[config.mk]
export PLATFORM = sky130hd
export DESIGN_NAME = uri_component_percent_encoder
export DESIGN_NICKNAME = d
export VERILOG_FILES = /design/src/rtl/upce_pkg.sv /design/src/rtl/uri_component_percent_encoder.sv /design/src/rtl/upce_octet_gen.sv /design/src/rtl/upce_hex_digit.sv
export SDC_FILE = /design/constraint.sdc
export NUM_CORES = 1
export LEC_CHECK = 0
export BUFFER_PORTS_ARGS = -buffer_cell sky130_fd_sc_hd__buf_4
export CAP_MARGIN = 40
export CORE_MARGIN = 2
export CORE_UTILIZATION = 50
export CTS_CLUSTER_DIAMETER = 60
export DETAILED_ROUTE_END_ITERATION = 10
export PLACE_DENSITY = 0.69
export SYNTH_ARGS = -nofsm -noshare
export SYNTH_HDL_FRONTEND = slang
export SYNTH_HIERARCHICAL = 1
export SYNTH_SLANG_ARGS = --single-unit
[constraint.sdc]
create_clock -name clk_i -period 4.5 [get_ports clk_i]
set_input_delay 0.225 -clock clk_i [delete_from_list [all_inputs] [get_ports clk_i]]
set_output_delay 0.225 -clock clk_i [all_outputs]
set_load 0.05 [all_outputs]
[src/rtl/upce_pkg.sv]
// Package for the URI component percent encoder.
// Holds the word types, surrogate constants and the unescaped-set check.
// No dependencies.
package upce_pkg;

  typedef struct packed {
    logic [15:0] code_unit;
    logic        end_of_string;
  } in_word_t;

  typedef struct packed {
    logic [6:0] out_char;
    logic       last_of_run;
    logic       malformed;
  } out_word_t;

  localparam logic [5:0]  SurrHighTag = 6'b110110;
  localparam logic [5:0]  SurrLowTag  = 6'b110111;
  localparam logic [20:0] SuppBase    = 21'h10000;
  localparam logic [6:0]  CharPercent = 7'h25;
  localparam logic [6:0]  CharZero    = 7'h30;
  localparam logic [6:0]  CharUpperA  = 7'h41;

  localparam out_word_t ErrorWord = '{out_char: 7'd0, last_of_run: 1'b1, malformed: 1'b1};

  function automatic logic is_unescaped(input logic [15:0] c);
    logic r;
    r = 1'b0;
    if (c >= 16'h41 && c <= 16'h5A) r = 1'b1;
    if (c >= 16'h61 && c <= 16'h7A) r = 1'b1;
    if (c >= 16'h30 && c <= 16'h39) r = 1'b1;
    if (c == 16'h2D || c == 16'h5F || c == 16'h2E || c == 16'h21 || c == 16'h7E ||
        c == 16'h2A || c == 16'h27 || c == 16'h28 || c == 16'h29) r = 1'b1;
    return r;
  endfunction

endpackage

[src/rtl/uri_component_percent_encoder.sv]
// Top level of the URI component percent encoder: sequencer and output register.
// Depends on upce_pkg, upce_octet_gen and upce_hex_digit.
//
// Input words carry one UTF-16 code unit and an end-of-string flag on a
// valid/ready channel; output words carry one ASCII character, a last-of-run
// flag and a malformed flag on a second valid/ready channel.
// An unescaped unit or an error gives one output word; it is held in the
// sequencer and then loaded into the output register. Any other unit gives
// three words per UTF-8 octet (1 to 4 octets) from the shared octet selector
// and hex digit converter, one word per cycle while the receiver does not stall.
// A high surrogate in the middle of a string gives no word and is held.
// The input is not ready while a unit is being emitted; the next unit is
// taken in the cycle after the last word of the current one is loaded.
// When the receiver stalls, the output register holds its word and the
// sequencer waits. Reset clears the held surrogate, the sequencer and the
// output register valid.
module uri_component_percent_encoder (
  input  logic                clk_i,
  input  logic                rst_ni,
  input  logic                in_valid_i,
  output logic                in_ready_o,
  input  upce_pkg::in_word_t  in_word_i,
  output logic                out_valid_o,
  input  logic                out_ready_i,
  output upce_pkg::out_word_t out_word_o
);
  import upce_pkg::*;

  localparam logic [1:0] StIdle   = 2'd0;
  localparam logic [1:0] StSingle = 2'd1;
  localparam logic [1:0] StEsc    = 2'd2;

  localparam logic [1:0] ChrPct = 2'd0;
  localparam logic [1:0] ChrHi  = 2'd1;
  localparam logic [1:0] ChrLo  = 2'd2;

  logic [1:0]  state_q, state_d;
  logic        pend_valid_q, pend_valid_d;
  logic [9:0]  pend_hi_q, pend_hi_d;
  logic [20:0] cp_q, cp_d;
  logic [1:0]  n_last_q, n_last_d;
  logic [1:0]  oct_idx_q, oct_idx_d;
  logic [1:0]  chr_idx_q, chr_idx_d;
  out_word_t   single_q, single_d;
  logic        out_valid_q, out_valid_d;
  out_word_t   out_word_q, out_word_d;

  logic        accept;
  logic        load;
  logic        is_low;
  logic        is_high;
  logic [15:0] cu;
  logic [7:0]  octet;
  logic [3:0]  nibble;
  logic [6:0]  hex_char;
  out_word_t   esc_word;
  logic        esc_last;

  assign cu         = in_word_i.code_unit;
  assign is_low     = cu[15:10] == SurrLowTag;
  assign is_high    = cu[15:10] == SurrHighTag;
  assign in_ready_o = state_q == StIdle;
  assign accept     = in_valid_i && in_ready_o;
  assign load       = (state_q != StIdle) && (!out_valid_q || out_ready_i);

  upce_octet_gen u_octet_gen (
    .cp_i      (cp_q),
    .n_last_i  (n_last_q),
    .oct_idx_i (oct_idx_q),
    .octet_o   (octet)
  );

  assign nibble = (chr_idx_q == ChrHi) ? octet[7:4] : octet[3:0];

  upce_hex_digit u_hex_digit (
    .nibble_i (nibble),
    .char_o   (hex_char)
  );

  assign esc_last = (chr_idx_q == ChrLo) && (oct_idx_q == n_last_q);

  always_comb begin
    esc_word.out_char    = (chr_idx_q == ChrPct) ? CharPercent : hex_char;
    esc_word.last_of_run = esc_last;
    esc_word.malformed   = 1'b0;
  end

  always_comb begin
    state_d      = state_q;
    pend_valid_d = pend_valid_q;
    pend_hi_d    = pend_hi_q;
    cp_d         = cp_q;
    n_last_d     = n_last_q;
    oct_idx_d    = oct_idx_q;
    chr_idx_d    = chr_idx_q;
    single_d     = single_q;
    if (accept) begin
      oct_idx_d = 2'd0;
      chr_idx_d = ChrPct;
      if (pend_valid_q) begin
        pend_valid_d = 1'b0;
        pend_hi_d    = 10'd0;
        if (!is_low) begin
          single_d = ErrorWord;
          state_d  = StSingle;
        end else begin
          cp_d    = {1'b0, pend_hi_q, cu[9:0]} + SuppBase;
          state_d = StEsc;
        end
      end else if (is_unescaped(cu)) begin
        single_d = '{out_char: cu[6:0], last_of_run: 1'b1, malformed: 1'b0};
        state_d  = StSingle;
      end else if (is_low || (is_high && in_word_i.end_of_string)) begin
        single_d = ErrorWord;
        state_d  = StSingle;
      end else if (is_high) begin
        pend_valid_d = 1'b1;
        pend_hi_d    = cu[9:0];
      end else begin
        cp_d    = {5'd0, cu};
        state_d = StEsc;
      end
      if (cp_d < 21'h80) begin
        n_last_d = 2'd0;
      end else if (cp_d < 21'h800) begin
        n_last_d = 2'd1;
      end else if (cp_d < 21'h10000) begin
        n_last_d = 2'd2;
      end else begin
        n_last_d = 2'd3;
      end
    end else if (load) begin
      case (state_q)
        StSingle: begin
          state_d = StIdle;
        end
        StEsc: begin
          if (chr_idx_q == ChrLo) begin
            chr_idx_d = ChrPct;
            if (esc_last) begin
              state_d = StIdle;
            end else begin
              oct_idx_d = oct_idx_q + 2'd1;
            end
          end else begin
            chr_idx_d = chr_idx_q + 2'd1;
          end
        end
        default: begin
          state_d = StIdle;
        end
      endcase
    end
  end

  always_comb begin
    out_valid_d = out_valid_q;
    out_word_d  = out_word_q;
    if (out_valid_q && out_ready_i) begin
      out_valid_d = 1'b0;
    end
    if (load) begin
      out_valid_d = 1'b1;
      out_word_d  = (state_q == StSingle) ? single_q : esc_word;
    end
  end

  always_ff @(posedge clk_i or negedge rst_ni) begin
    if (!rst_ni) begin
      state_q      <= StIdle;
      pend_valid_q <= 1'b0;
      pend_hi_q    <= 10'd0;
      out_valid_q  <= 1'b0;
    end else begin
      state_q      <= state_d;
      pend_valid_q <= pend_valid_d;
      pend_hi_q    <= pend_hi_d;
      out_valid_q  <= out_valid_d;
    end
  end

  always_ff @(posedge clk_i) begin
    cp_q       <= cp_d;
    n_last_q   <= n_last_d;
    oct_idx_q  <= oct_idx_d;
    chr_idx_q  <= chr_idx_d;
    single_q   <= single_d;
    out_word_q <= out_word_d;
  end

  assign out_valid_o = out_valid_q;
  assign out_word_o  = out_word_q;

endmodule

[src/rtl/upce_octet_gen.sv]
// UTF-8 octet selector: picks one octet of a code point's encoding by index.
// Depends on upce_pkg.
module upce_octet_gen (
  input  logic [20:0] cp_i,
  input  logic [1:0]  n_last_i,
  input  logic [1:0]  oct_idx_i,
  output logic [7:0]  octet_o
);
  import upce_pkg::*;

  logic [1:0] pos;
  logic [5:0] cont;

  assign pos = n_last_i - oct_idx_i;

  always_comb begin
    case (pos)
      2'd0:    cont = cp_i[5:0];
      2'd1:    cont = cp_i[11:6];
      2'd2:    cont = cp_i[17:12];
      2'd3:    cont = {3'b000, cp_i[20:18]};
      default: cont = cp_i[5:0];
    endcase
  end

  always_comb begin
    if (oct_idx_i == 2'd0) begin
      case (n_last_i)
        2'd0:    octet_o = {1'b0, cp_i[6:0]};
        2'd1:    octet_o = {3'b110, cp_i[10:6]};
        2'd2:    octet_o = {4'b1110, cp_i[15:12]};
        2'd3:    octet_o = {5'b11110, cp_i[20:18]};
        default: octet_o = {1'b0, cp_i[6:0]};
      endcase
    end else begin
      octet_o = {2'b10, cont};
    end
  end

endmodule

[src/rtl/upce_hex_digit.sv]
// Shared nibble to uppercase ASCII hex digit converter.
// Depends on upce_pkg.
module upce_hex_digit (
  input  logic [3:0] nibble_i,
  output logic [6:0] char_o
);
  import upce_pkg::*;

  always_comb begin
    if (nibble_i < 4'd10) begin
      char_o = CharZero + {3'b000, nibble_i};
    end else begin
      char_o = CharUpperA + {3'b000, nibble_i} - 7'd10;
    end
  end

endmodule
* Yosys cells after proc, flatten, opt, wreduce, memory -nomap -nowiden
Index checks and enable logic that the tools add are counted.
** Word-level totals
- Input port bits :: 21
- Bits in registers :: 59
- Logic and storage cells :: 142
** Operators by class
- Bitwise gates (word level) :: 1
- Reductions and logical operators :: 35
- Magnitude comparators :: 10
- Add/sub/neg operators :: 7
- Eq/ne operators :: 28
- Muxes and demuxes :: 46
** Operator list (count)
- two-way mux 21 bit :: 6
- == test 16 x 6 -> 1 bit, second input constant :: 7
- two-way mux 9 bit :: 5
- two-way mux 10 bit :: 4
- == test 16 x 7 -> 1 bit, second input constant :: 2
- greater-or-equal comparator 16 x 7 -> 1 bit, second input constant :: 2
- <= comparator 16 x 7 -> 1 bit, second input constant :: 2
- one-hot mux 8 bit (4 select lines) :: 1
- one-hot mux 6 bit (4 select lines) :: 1
- two-way mux 2 bit :: 11
- adder 20 x 17 -> 21 bit, second input constant :: 1
- less-than comparator 21 x 12 -> 1 bit, second input constant :: 1
- less-than comparator 21 x 17 -> 1 bit, second input constant :: 1
- less-than comparator 21 x 8 -> 1 bit, second input constant :: 1
- greater-or-equal comparator 16 x 6 -> 1 bit, second input constant :: 1
- <= comparator 16 x 6 -> 1 bit, second input constant :: 1
- two-way mux 1 bit :: 14
- two-way mux 7 bit :: 2
- == test 2 bit, second input constant :: 6
- == test 6 bit, second input constant :: 2
- AND reduction 4 bit :: 3
- logical NOT 2 bit :: 5
- logical OR 1 bit :: 10
- == test 2 x 1 -> 1 bit, second input constant :: 4
- 20 further kinds :: 34

* Depth between registers and ports, before layout
Gate-level depths: netlist of run 1.
- Depth in word-level cells :: 18
- Depth in mapped cells :: 15

* Modules after synthesis
The synthesis of run 1 kept the hierarchy.
** Modules (own cells, without submodules)
- uri_component_percent_encoder :: cells an instance 269, area each 2997.9 um2, instances 1
- upce_octet_gen :: cells an instance 72, area each 523.0 um2, instances 1
- upce_hex_digit :: cells an instance 14, area each 93.8 um2, instances 1

* Least setup slack after synthesis of run 1
No wires, ideal clock.
- Path kind :: reg2reg
- Start :: register n_last_q[0]
- End :: register out_word_q, in the netlist out_word_o[4], data pin
- Buffers on the path :: 1
- Data arrival time :: 3.182 ns
- Clock period less this slack :: 3.439 ns
- Path slack :: 1.061 ns
- Required time :: 4.244 ns
- Cell stages (with the launch flop) :: 14
- Library setup time :: 0.256 ns
- Path through :: edfxtp_1 -> clkbuf_1 -> inv_1 -> ha_1 -> xor2_1 -> mux2_2 -> a31oi_1 -> o221ai_2 -> mux2_2 -> inv_1 -> ha_1 -> nand2_2 -> mux2_1 -> o22a_1
** On the way
- Word-level cells in the longest chain between the ends :: 10
- Elaborated cells on any way between the ends :: 20
- Classes of those cells :: 4 x add/sub; 1 x order compare; 6 x eq/ne; 7 x mux; 2 x reduce/logical
** Ends and longest elaborated chain
- start, declared :: RTL line uri_component_percent_encoder.sv:41 : logic [1:0] n_last_q, n_last_d;
- start signal, assigned :: RTL line uri_component_percent_encoder.sv:184 : n_last_q <= n_last_d;
- subtractor 2 bit :: RTL line upce_octet_gen.sv:14 : assign pos = n_last_i - oct_idx_i;
- == test 2 bit, or another cell as far along :: RTL line upce_octet_gen.sv:17 : case (pos)
- one-hot mux 6 bit (4 select lines) :: RTL line upce_octet_gen.sv:17
- two-way mux 8 bit (*) :: RTL line upce_octet_gen.sv:27 : if (oct_idx_i == 2'd0) begin
- net octet[4] :: RTL line uri_component_percent_encoder.sv:53 : logic [7:0] octet;
- two-way mux 4 bit (*) :: RTL line uri_component_percent_encoder.sv:73 : assign nibble = (chr_idx_q == ChrHi) ? octet[7:4] : octet[3:0];
- net nibble[0] :: RTL line uri_component_percent_encoder.sv:54 : logic [3:0] nibble;
- adder 7 x 4 -> 7 bit :: RTL line upce_hex_digit.sv:13 : char_o = CharUpperA + {3'b000, nibble_i} - 7'd10;
- subtractor 7 x 4 -> 7 bit :: RTL line upce_hex_digit.sv:13
- two-way mux 7 bit (*) :: RTL line upce_hex_digit.sv:10 : if (nibble_i < 4'd10) begin
- net hex_char[2] :: RTL line uri_component_percent_encoder.sv:55 : logic [6:0] hex_char;
- two-way mux 7 bit (*) :: RTL line uri_component_percent_encoder.sv:83 : esc_word.out_char = (chr_idx_q == ChrPct) ? CharPercent : hex_char;
- two-way mux 9 bit (*) :: RTL line uri_component_percent_encoder.sv:164 : out_word_d = (state_q == StSingle) ? single_q : esc_word;
- end signal, assigned :: RTL line uri_component_percent_encoder.sv:188 : out_word_q <= out_word_d;
- end, declared :: RTL line uri_component_percent_encoder.sv:46 : out_word_t out_word_q, out_word_d;
Mark *: on every way through the listed nets, which the timed path passes. The rest lies on a longest branch.
A chain may end at the register's enable or synchronous reset.

* Worst setup path after layout of run 1
Ends and elaborated chain as after synthesis.

==> results.json, run 1 <==
{
  "vias": 2855,
  "grt.total_usage": 0.2221,
  "async_flop_share": 0.2414,
  "yosysMostFrequentCell": "nand2_1",
  "start_util": 0.5234,
  "r2r-start": "n_last_q[0]",
  "finalSetupViolations": 0,
  "max_stage_delay_ps": 730,
  "critPathLaunch": "n_last_q[0]",
  "postSynthAreaPerCell_um2": 10.18,
  "rsz0062_at_grt": "no",
  "numCtsBuffers": 9,
  "post_cts_resized": 0,
  "first_global_vias": 2674,
  "post-route-period-util": 0.8192,
  "rows": 30,
  "syn_inst": 355,
  "crit_type": "reg2reg",
  "hp-class": "in2reg",
  "antenna_found_initial": 0,
  "worstMarginPinSlew_ps": 813.8,
  "wl_per_cell_um": 16.55,
  "post-synth-top-area-cell": "edfxtp_1",
  "die_w_um": 89.03,
  "crit_slowest_cell": "edfxtp_1",
  "core_mm2": 0.006907,
  "tns_ps": 0,
  "first_pass_iters": 5,
  "die_area_mm2": 0.007925,
  "grt_overflow": 0,
  "place_congestion": 0.9400,
  "place_area_mm2": 0.003856,
  "grt_max_degree": 22,
  "timing.fmax_mhz": 271.3,
  "maxCapViolations": 0,
  "ys_types": 71,
  "antenna_cells": 0,
  "crit_end": "out_word_o[4]",
  "ff2ff_setup_slack_ps": 810,
  "layout.cells.non_filler": 485,
  "layout_min_cycle_time_ps": 3686,
  "io_pins": 32,
  "hold_violations": 0,
  "cp-end-kind": "register",
  "synth_area_mm2": 0.003615,
  "nets": 408,
  "yosys_most_used_dff": "edfxtp_1",
  "path_clk_slew_ps": 80,
  "ir_worst_vdd_uv": 224.8,
  "area_delta_synth_final_pct": 12.32,
  "critPathMaxFanout": 15,
  "ys_seq_area_frac": 0.4514,
  "ys_seq_elements": 58,
  "p_leak_nw": 1.621,
  "synth_edf_count": 40,
  "status": "completed",
  "cts_sinks": 58,
  "drc": 0,
  "finClkSkew_ps": 10.32,
  "grt_pass1_wl_mm": 13.33,
  "dpl.hpwl_mm": 5.825,
  "die_h_um": 89.03,
  "synth_nets": 379,
  "cts_root_buf": "clkbuf_8",
  "h-tree-depth": 3,
  "holdPathStages": 3,
  "slew_viol_final": 0,
  "cp.arrival_ps": 3780,
  "worstRegToRegCells": 12,
  "clock_path_buffers": 2,
  "path_cells": "inv_1 > ha_1 > xor2_1 > mux2_2 > a31oi_1 > o221ai_2 > mux2_2 > inv_1 > ha_1 > nand2_2 > mux2_1 > o22a_1",
  "dp_cells": 468,
  "yosys.area.top_type_share": 0.3323,
  "synth_commonest_cells": "nand2_1, edfxtp_1, o21ai_0",
  "insertion_delay_ps": 340,
  "cts_tree": "built",
  "io_buffers": 31,
  "cp.depth": 12,
  "powerDensity_mw_per_mm2": 595.0,
  "cp.required_ps": 4590,
  "synth-warning-count": 6,
  "fin_util": 0.5879,
  "fin_area_mm2": 0.004060,
  "via_per_inst": 5.887,
  "drive_gt1_frac": 0.2134,
  "drtIter0Drc": 143,
  "slew-limit-headroom": 0.4569,
  "cp-start-kind": "register",
  "drt_wl_total_mm": 8.025,
  "path_delay_family": "multiplexers",
  "postRouteAntennaNets": 0,
  "synthTopCellsByArea": "edfxtp_1, dfrtp_1, nand2_1, o21ai_0, mux2i_1",
  "path_buf_inv": 2,
  "timing.rr.end": "out_word_o[4]"
}
-- cell families (layout without fill, tap and decap cells) --
kind of cell,count (synthesis),after routing,synth area share
simple gates,138,138,0.2018
compound gates,95,95,0.1976
flops,58,58,0.4514
buf+inv,32,66,0.05261
mux,21,21,0.06265
xor+xnor,8,8,0.02354
fa+ha+maj,3,3,0.01039
-- state kept, by name, summed over array words and instances, names as in the netlist --
| register | cells |
|---|---|
| cp_q | 21 |
| pend_hi_q | 10 |
| out_word_o | 9 |
| single_q | 8 |
| chr_idx_q | 2 |
| n_last_q | 2 |
| oct_idx_q | 2 |
| state_q | 2 |
| out_valid_o | 1 |
| pend_valid_q | 1 |
-- per-stage QoR --
stage | total power [mW] | hold WS, ps | worst slack, ps
floorplan | 1.699 | -70.59 | 1061
global placement | 1.907 | 95.34 | 1023
detailed placement | 1.933 | 97.22 | 887.8
CTS | 2.420 | 127.3 | 879.0
global route | 2.574 | 162.3 | 576.8
finish | 2.416 | 135.0 | 813.6
-- report_power, final --
group	internal (mW)	total (mW)	switching, mW
registers	0.737	0.859	0.122
logic	0.449	1.08	0.626
clock network	0.257	0.482	0.225
-- worst min-delay path, delay by kind of cell --
| family | cells | cell delay [ps] |
|---|---|---|
| AOI/OAI and AO/OA | 1 | 60 |
| buffers and inverters | 1 | 110 |
| and+or+nand+nor | 1 | 40 |
-- worst min-delay path by stage --
stage,endpoint,startpoint
4_1_cts,pend_hi_q[7],in_word_i[8]
3_5_place_dp,pend_hi_q[7],rst_ni
6_report,pend_hi_q[7],in_word_i[8]
3_3_place_gp,pend_hi_q[9],rst_ni
2_1_floorplan,out_valid_o,rst_ni
5_1_grt,pend_hi_q[9],in_word_i[10]
-- placed cells by master (no fill, tap or decap), types with 4 or more instances in the layout --
| cell type | synthesis | layout |
|---|---|---|
| nand2_1 | 41 | 41 |
| edfxtp_1 | 40 | 40 |
| buf_4 | 2 | 34 |
| o21ai_0 | 25 | 25 |
| nor2_1 | 23 | 23 |
| inv_1 | 15 | 15 |
| nor2b_1 | 14 | 14 |
| dfrtp_1 | 14 | 14 |
| a21oi_1 | 13 | 13 |
| nor3_1 | 12 | 12 |
| mux2i_1 | 11 | 11 |
| a22o_1 | 9 | 9 |
| clkbuf_8 | 2 | 9 |
| mux2_2 | 8 | 8 |
| and2_1 | 7 | 7 |
| nand3_1 | 6 | 6 |
| o22a_1 | 6 | 6 |
| nand2b_1 | 5 | 5 |
| or3_1 | 4 | 4 |
| xor2_1 | 4 | 4 |
| o41ai_2 | 4 | 4 |
| dfxtp_1 | 4 | 4 |
-- routing by layer --
| layer | share of wire | up-vias | wire length [um] | GRT usage |
|---|---|---|---|---|
| li1 | - | 1372 | - | - |
| met1 | 0.46 | 1377 | 3654 | 0.3064 |
| met2 | 0.47 | 92 | 3797 | 0.3494 |
| met3 | 0.052 | 14 | 414 | 0.04986 |
| met4 | 0.020 | 0 | 159 | 0.07463 |
| met5 | 0 | - | 0 | 0 |
-- timing repair --
| item | CTS | global route |
|---|---|---|
| endpoints found under the hold margin | 14 | 0 |
| setup endpoints to repair | 0 | 0 |
| hold buffers | 1 | 0 |
| buffers inserted | 0 | 0 |
-- layout make-up --
class | count | area [um2]
multi-input cells | 265 | 1793
clock inverters | 6 | 66.31
clock buffers | 10 | 127.6
repair buffers | 35 | 265.3
well taps | 96 | 120.1
inverters | 15 | 56.30
fillers | 616 | 2846
flip-flops and latches | 58 | 1632
Power figures use the tool's default switching activity.
==> run 2, diff against run 1 <==
Settings changed: PLACE_DENSITY 0.69 to 0.71.
Clock period 4.5 ns to 3.3 ns, I/O delays scaled along.
==> run 2 against run 1 <==
Net effect:
- critical path depth decreased by 1
- worst setup slack got worse by 550 ps
- clock skew decreased by 3.5 ps
- critical endpoint unchanged
- utilization increased by 0.76 points
- sequential share of layout area decreased by 0.51 points
- via count increased by 1.1%
- count of clock-buffer cells in the layout unchanged
- final area increased by 1.3%
- sequential cell count unchanged
- clock power increased by 46%
==> results.json, run 2 (same netlist as run 1, synthesis figures left out) <==
{
  "path_buf_inv": 1,
  "drtIter0Drc": 204,
  "io_buffers": 31,
  "die_area_mm2": 0.007925,
  "first_pass_iters": 5,
  "drc": 0,
  "layout.cells.non_filler": 490,
  "dpl_worst_slack_ps": 309.9,
  "cp-start-kind": "register",
  "timing.fmax_mhz": 329.8,
  "final_cell_mix": "nand2_1, edfxtp_1, buf_4",
  "finClkSkew_ps": 6.780,
  "whs_ps": 87.26,
  "crit_slowest_cell": "dfxtp_1",
  "fin_util": 0.5955,
  "wl_per_cell_um": 16.53,
  "path_clk_slew_ps": 70,
  "via_per_inst": 5.888,
  "slew-limit-headroom": 0.5137,
  "cts_root_buf": "clkbuf_8",
  "cp.arrival_ps": 3120,
  "path_cells": "ha_1 > xor2_1 > mux2_2 > a31oi_1 > o221ai_2 > mux2_2 > inv_1 > ha_1 > nand2_2 > mux2_1 > o22a_1",
  "critPathMaxFanout": 10,
  "final_common_cell": "nand2_1",
  "numCtsBuffers": 9,
  "dpl.hpwl_mm": 6.084,
  "largest_reg_flops": 21,
  "p_seq_frac": 0.346,
  "die_h_um": 89.03,
  "max_stage_delay_ps": 500,
  "drt_wl_total_mm": 8.102,
  "ff2ff_setup_slack_ps": 270,
  "cts_sinks": 58,
  "powerDensity_mw_per_mm2": 817.9,
  "regMostFlops": "cp_q",
  "power_frac_comb": 0.445,
  "first_global_vias": 2718,
  "core_mm2": 0.006907,
  "vias": 2885,
  "regArea_mm2": 0.001632,
  "power.switching_mw": 1.309,
  "path_delay_family": "multiplexers",
  "io_pins": 32,
  "dp_cells": 473,
  "slew_viol_final": 0,
  "tns_ps": 0,
  "cp.required_ps": 3390,
  "worstMarginPinSlew_ps": 726.7,
  "nets": 413,
  "grt.total_usage": 0.2265,
  "place_congestion": 0.9085,
  "setup_slack_ps": 268.0,
  "rows": 30,
  "finalSetupViolations": 0,
  "antenna_found_initial": 0,
  "multi_input_area_mm2": 0.001793,
  "area_delta_synth_final_pct": 13.78,
  "grt_max_degree": 21,
  "die_w_um": 89.03,
  "layout_min_cycle_time_ps": 3032,
  "antenna_cells": 0,
  "start_util": 0.5234,
  "hp-class": "in2reg",
  "clockPowerShare": 0.209,
  "grt_overflow": 0,
  "ir_worst_vdd_uv": 328.2,
  "drive_gt1_frac": 0.2183,
  "maxCapViolations": 0,
  "post_cts_resized": 0,
  "cp-end-kind": "register",
  "p_leak_nw": 1.662,
  "status": "completed",
  "grt_pass1_wl_mm": 13.42,
  "crit_type": "reg2reg",
  "fillerInstances": 622,
  "clock_path_buffers": 2,
  "p_int_mw": 2.055,
  "postRouteAntennaNets": 0,
  "rsz0062_at_grt": "no",
  "cts_tree": "built",
  "h-tree-depth": 3,
  "hold_violations": 0,
  "insertion_delay_ps": 340,
  "switching_share": 0.3890,
  "post-route-period-util": 0.9188
}
run 2: changes by cell type in the layout (fill, tap and decap cells not counted), sizes merged:
| cell | delta |
|---|---|
| clkinv | +3 |
| bufinv | +1 |
| clkinvlp | -3 |
| inv | -1 |
| buf | +5 |
run 2: timing repair:
item                                   in CTS  in global routing
hold buffers                                1                  0
endpoints found under the hold margin      14                  0
setup buffers                               0                  0
run 2: power groups by stage:
stage / sequential, mW / combinational, mW / clock [mW]
floorplan: 1.31 / 1.01 / 0
global placement: 1.17 / 1.47 / 0
detailed placement: 1.18 / 1.49 / 0
CTS: 1.16 / 1.50 / 0.713
global route: 1.19 / 1.65 / 0.749
finish: 1.16 / 1.50 / 0.702
run 2: layout make-up:
| cell class | count | share of cell area |
|---|---|---|
| sequential | 58 | 0.3967 |
| clock inverter | 6 | 0.01977 |
| timing repair buffer | 40 | 0.07362 |
| tap | 96 | 0.02921 |
| multi-input combinational | 265 | 0.4360 |
| clock buffer | 10 | 0.03103 |
| inverter | 15 | 0.01369 |
run 2: final timing paths:
path	start	cells after the start	to
worst min-delay path	in_word_i[10]	3	pend_hi_q[9]
worst max register to register	oct_idx_q[0]	11	out_word_o[4]
min in group asynchronous	rst_ni	2	pend_hi_q[9]
worst max-delay path	oct_idx_q[0]	11	out_word_o[4]
worst min register to register	pend_hi_q[0]	2	pend_hi_q[0]
max in group asynchronous	rst_ni	2	pend_hi_q[5]
run 2: worst min-delay path, stage by stage:
cell and delay [ps]:
buf_4 120, nand2_1 40, o21ai_0 60
run 2: per-stage QoR:
| step | instance area (um2) | power [mW] |
|---|---|---|
| after floorplan | 3616 | 2.317 |
| after global placement | 3894 | 2.637 |
| after detailed placement | 3894 | 2.667 |
| after CTS | 4113 | 3.371 |
| after global routing | 4113 | 3.586 |
| final | 4113 | 3.364 |
run 2: routing by layer:
layer,track usage,up-vias,wire (um)
met5,0,-,0
met4,0.09905,0,197
met3,0.05540,16,435
met2,0.3412,103,3757
met1,0.3129,1380,3712
li1,-,1386,-
==> run 3, diff against run 2 <==
Settings changed: CELL_PAD_IN_SITES_DETAIL_PLACEMENT set to 1, CELL_PAD_IN_SITES_GLOBAL_PLACEMENT set to 1, CORE_ASPECT_RATIO set to 0.75, CORE_UTILIZATION 50 to 43, PLACE_DENSITY 0.71 to unset, PLACE_DENSITY_LB_ADDON set to 0.1.
==> run 3 against run 2 <==
Net effect:
- clock skew down 1.3 ps
- via count up 0.28%
- register-to-register slack worse by 20 ps
- sequential share of layout area down 0.29 points
- sequential power about the same
- die area up 16%
- critical path depth unchanged
- final area up 0.73%
- largest cell class unchanged
==> results.json, run 3 (same netlist as run 1, synthesis figures left out) <==
{
  "slew_viol_final": 0,
  "finClkSkew_ps": 5.516,
  "post-route-period-util": 0.9247,
  "ir_worst_vdd_uv": 384.5,
  "hp-class": "in2reg",
  "via_per_inst": 5.774,
  "drt_wl_total_mm": 9.565,
  "largest_reg_flops": 21,
  "first_pass_iters": 4,
  "slew-limit-headroom": 0.4335,
  "die_h_um": 83.40,
  "grt_util_met1": 0.3385,
  "drtIter0Drc": 116,
  "busiest_layer": "met1",
  "grt_overflow": 0,
  "drive_gt1_frac": 0.2247,
  "path_clk_slew_ps": 70,
  "final_cell_mix": "nand2_1, edfxtp_1, buf_4",
  "place_congestion": 0.8582,
  "post_cts_resized": 0,
  "cts_tree": "built",
  "dpl_worst_slack_ps": 251.4,
  "cp.arrival_ps": 3150,
  "crit_type": "reg2reg",
  "gr-usage-met3": 0.04867,
  "status": "completed",
  "drc": 0,
  "fillerInstances": 934,
  "die_w_um": 109.9,
  "grt_pass1_wl_mm": 15.64,
  "nets": 415,
  "vias": 2893,
  "core_mm2": 0.008023,
  "fin_area_mm2": 0.004143,
  "dp_cells": 484,
  "grt.total_usage": 0.2265,
  "area_delta_synth_final_pct": 14.61,
  "cts_hold_buf": 1,
  "crit_slowest_cell": "dfxtp_1",
  "cp-end-kind": "register",
  "h-tree-depth": 3,
  "worstMarginPinSlew_ps": 846.7,
  "cp-start-kind": "register",
  "die_area_mm2": 0.009163,
  "cts_root_buf": "clkbuf_8",
  "insertion_delay_ps": 340,
  "powerDensity_mw_per_mm2": 831.1,
  "io_pins": 32,
  "postRouteAntennaNets": 0,
  "cts_sinks": 58,
  "post-cts-setup-buffers": 0,
  "layout.cells.non_filler": 501,
  "antenna_found_initial": 0,
  "numCtsBuffers": 9,
  "place_area_mm2": 0.003924,
  "met2_usage": 0.3274,
  "tns_ps": 0,
  "rsz0062_at_grt": "no",
  "rows": 28,
  "grt_max_degree": 22,
  "timing.fmax_mhz": 327.7,
  "dpl.hpwl_mm": 7.144,
  "finalSetupViolations": 0,
  "start_util": 0.4506,
  "p_total_mw": 3.443,
  "maxCapViolations": 0,
  "io_buffers": 31,
  "first_global_vias": 2914,
  "fin_util": 0.5164,
  "layout_min_cycle_time_ps": 3051,
  "regMostFlops": "cp_q",
  "path_cells": "ha_1 > xor2_1 > mux2_2 > a31oi_1 > o221ai_2 > mux2_2 > inv_1 > ha_1 > nand2_2 > mux2_1 > o22a_1",
  "final_common_cell": "nand2_1",
  "wl_per_cell_um": 19.09,
  "hold_violations": 0,
  "setup_slack_ps": 248.6,
  "whs_ps": 89.96,
  "antenna_cells": 0,
  "clock_path_buffers": 2,
  "cp.required_ps": 3400,
  "max_stage_delay_ps": 530,
  "p_leak_nw": 1.671,
  "critPathMaxFanout": 10
}
==> run 3: cell count changes in the layout (fill, tap and decap cells not counted), sizes merged <==
cell      delta
buf          +2
clkinvlp     +1
clkinv       -1
==> run 3: layer usage <==
metal / share of wire / vias up / wire (um)
li1: - / 1381 / -
met1: 0.51 / 1448 / 4867
met5: 0 / - / 0
met2: 0.44 / 53 / 4199
met4: 0.013 / 0 / 121
met3: 0.039 / 11 / 376
==> run 3: critical path, delay by kind of cell, from the launching register on <==
family | cells | cell delay [ps]
adders and majority gates | 2 | 450
and+or+nand+nor | 1 | 60
xor gates and xnor gates | 1 | 210
muxes | 3 | 1010
buffers and inverters | 1 | 60
AOI/OAI and AO/OA | 3 | 500
DFF | 1 | 530
==> run 3: path summary, 6_finish.rpt <==
kind,depth (start not counted),end,startpoint,slack [ps]
max,11,out_word_o[4],oct_idx_q[0],250
max reg2reg,11,out_word_o[4],oct_idx_q[0],250
min reg2reg,2,pend_hi_q[0],pend_hi_q[0],480
min,3,pend_hi_q[8],in_word_i[9],90
max in group asynchronous,2,out_valid_o,rst_ni,2880
min in group asynchronous,2,pend_hi_q[5],rst_ni,230
==> run 3: report_power, final <==
group	total [mW]	internal, mW	leakage, nW	switching, mW
sequential	1.17	1.01	0.590	0.167
combinational	1.56	0.638	0.978	0.921
clock	0.710	0.420	0.104	0.290
==> run 3: final cells by class <==
class                      count  area [um2]  area share
clock buffer                  10       127.6     0.03081
sequential                    58        1632      0.3938
inverter                      15       56.30     0.01359
clock inverter                 6       81.33     0.01963
tap                          105       131.4     0.03171
timing repair buffer          42       321.6     0.07762
multi-input combinational    265        1793      0.4328
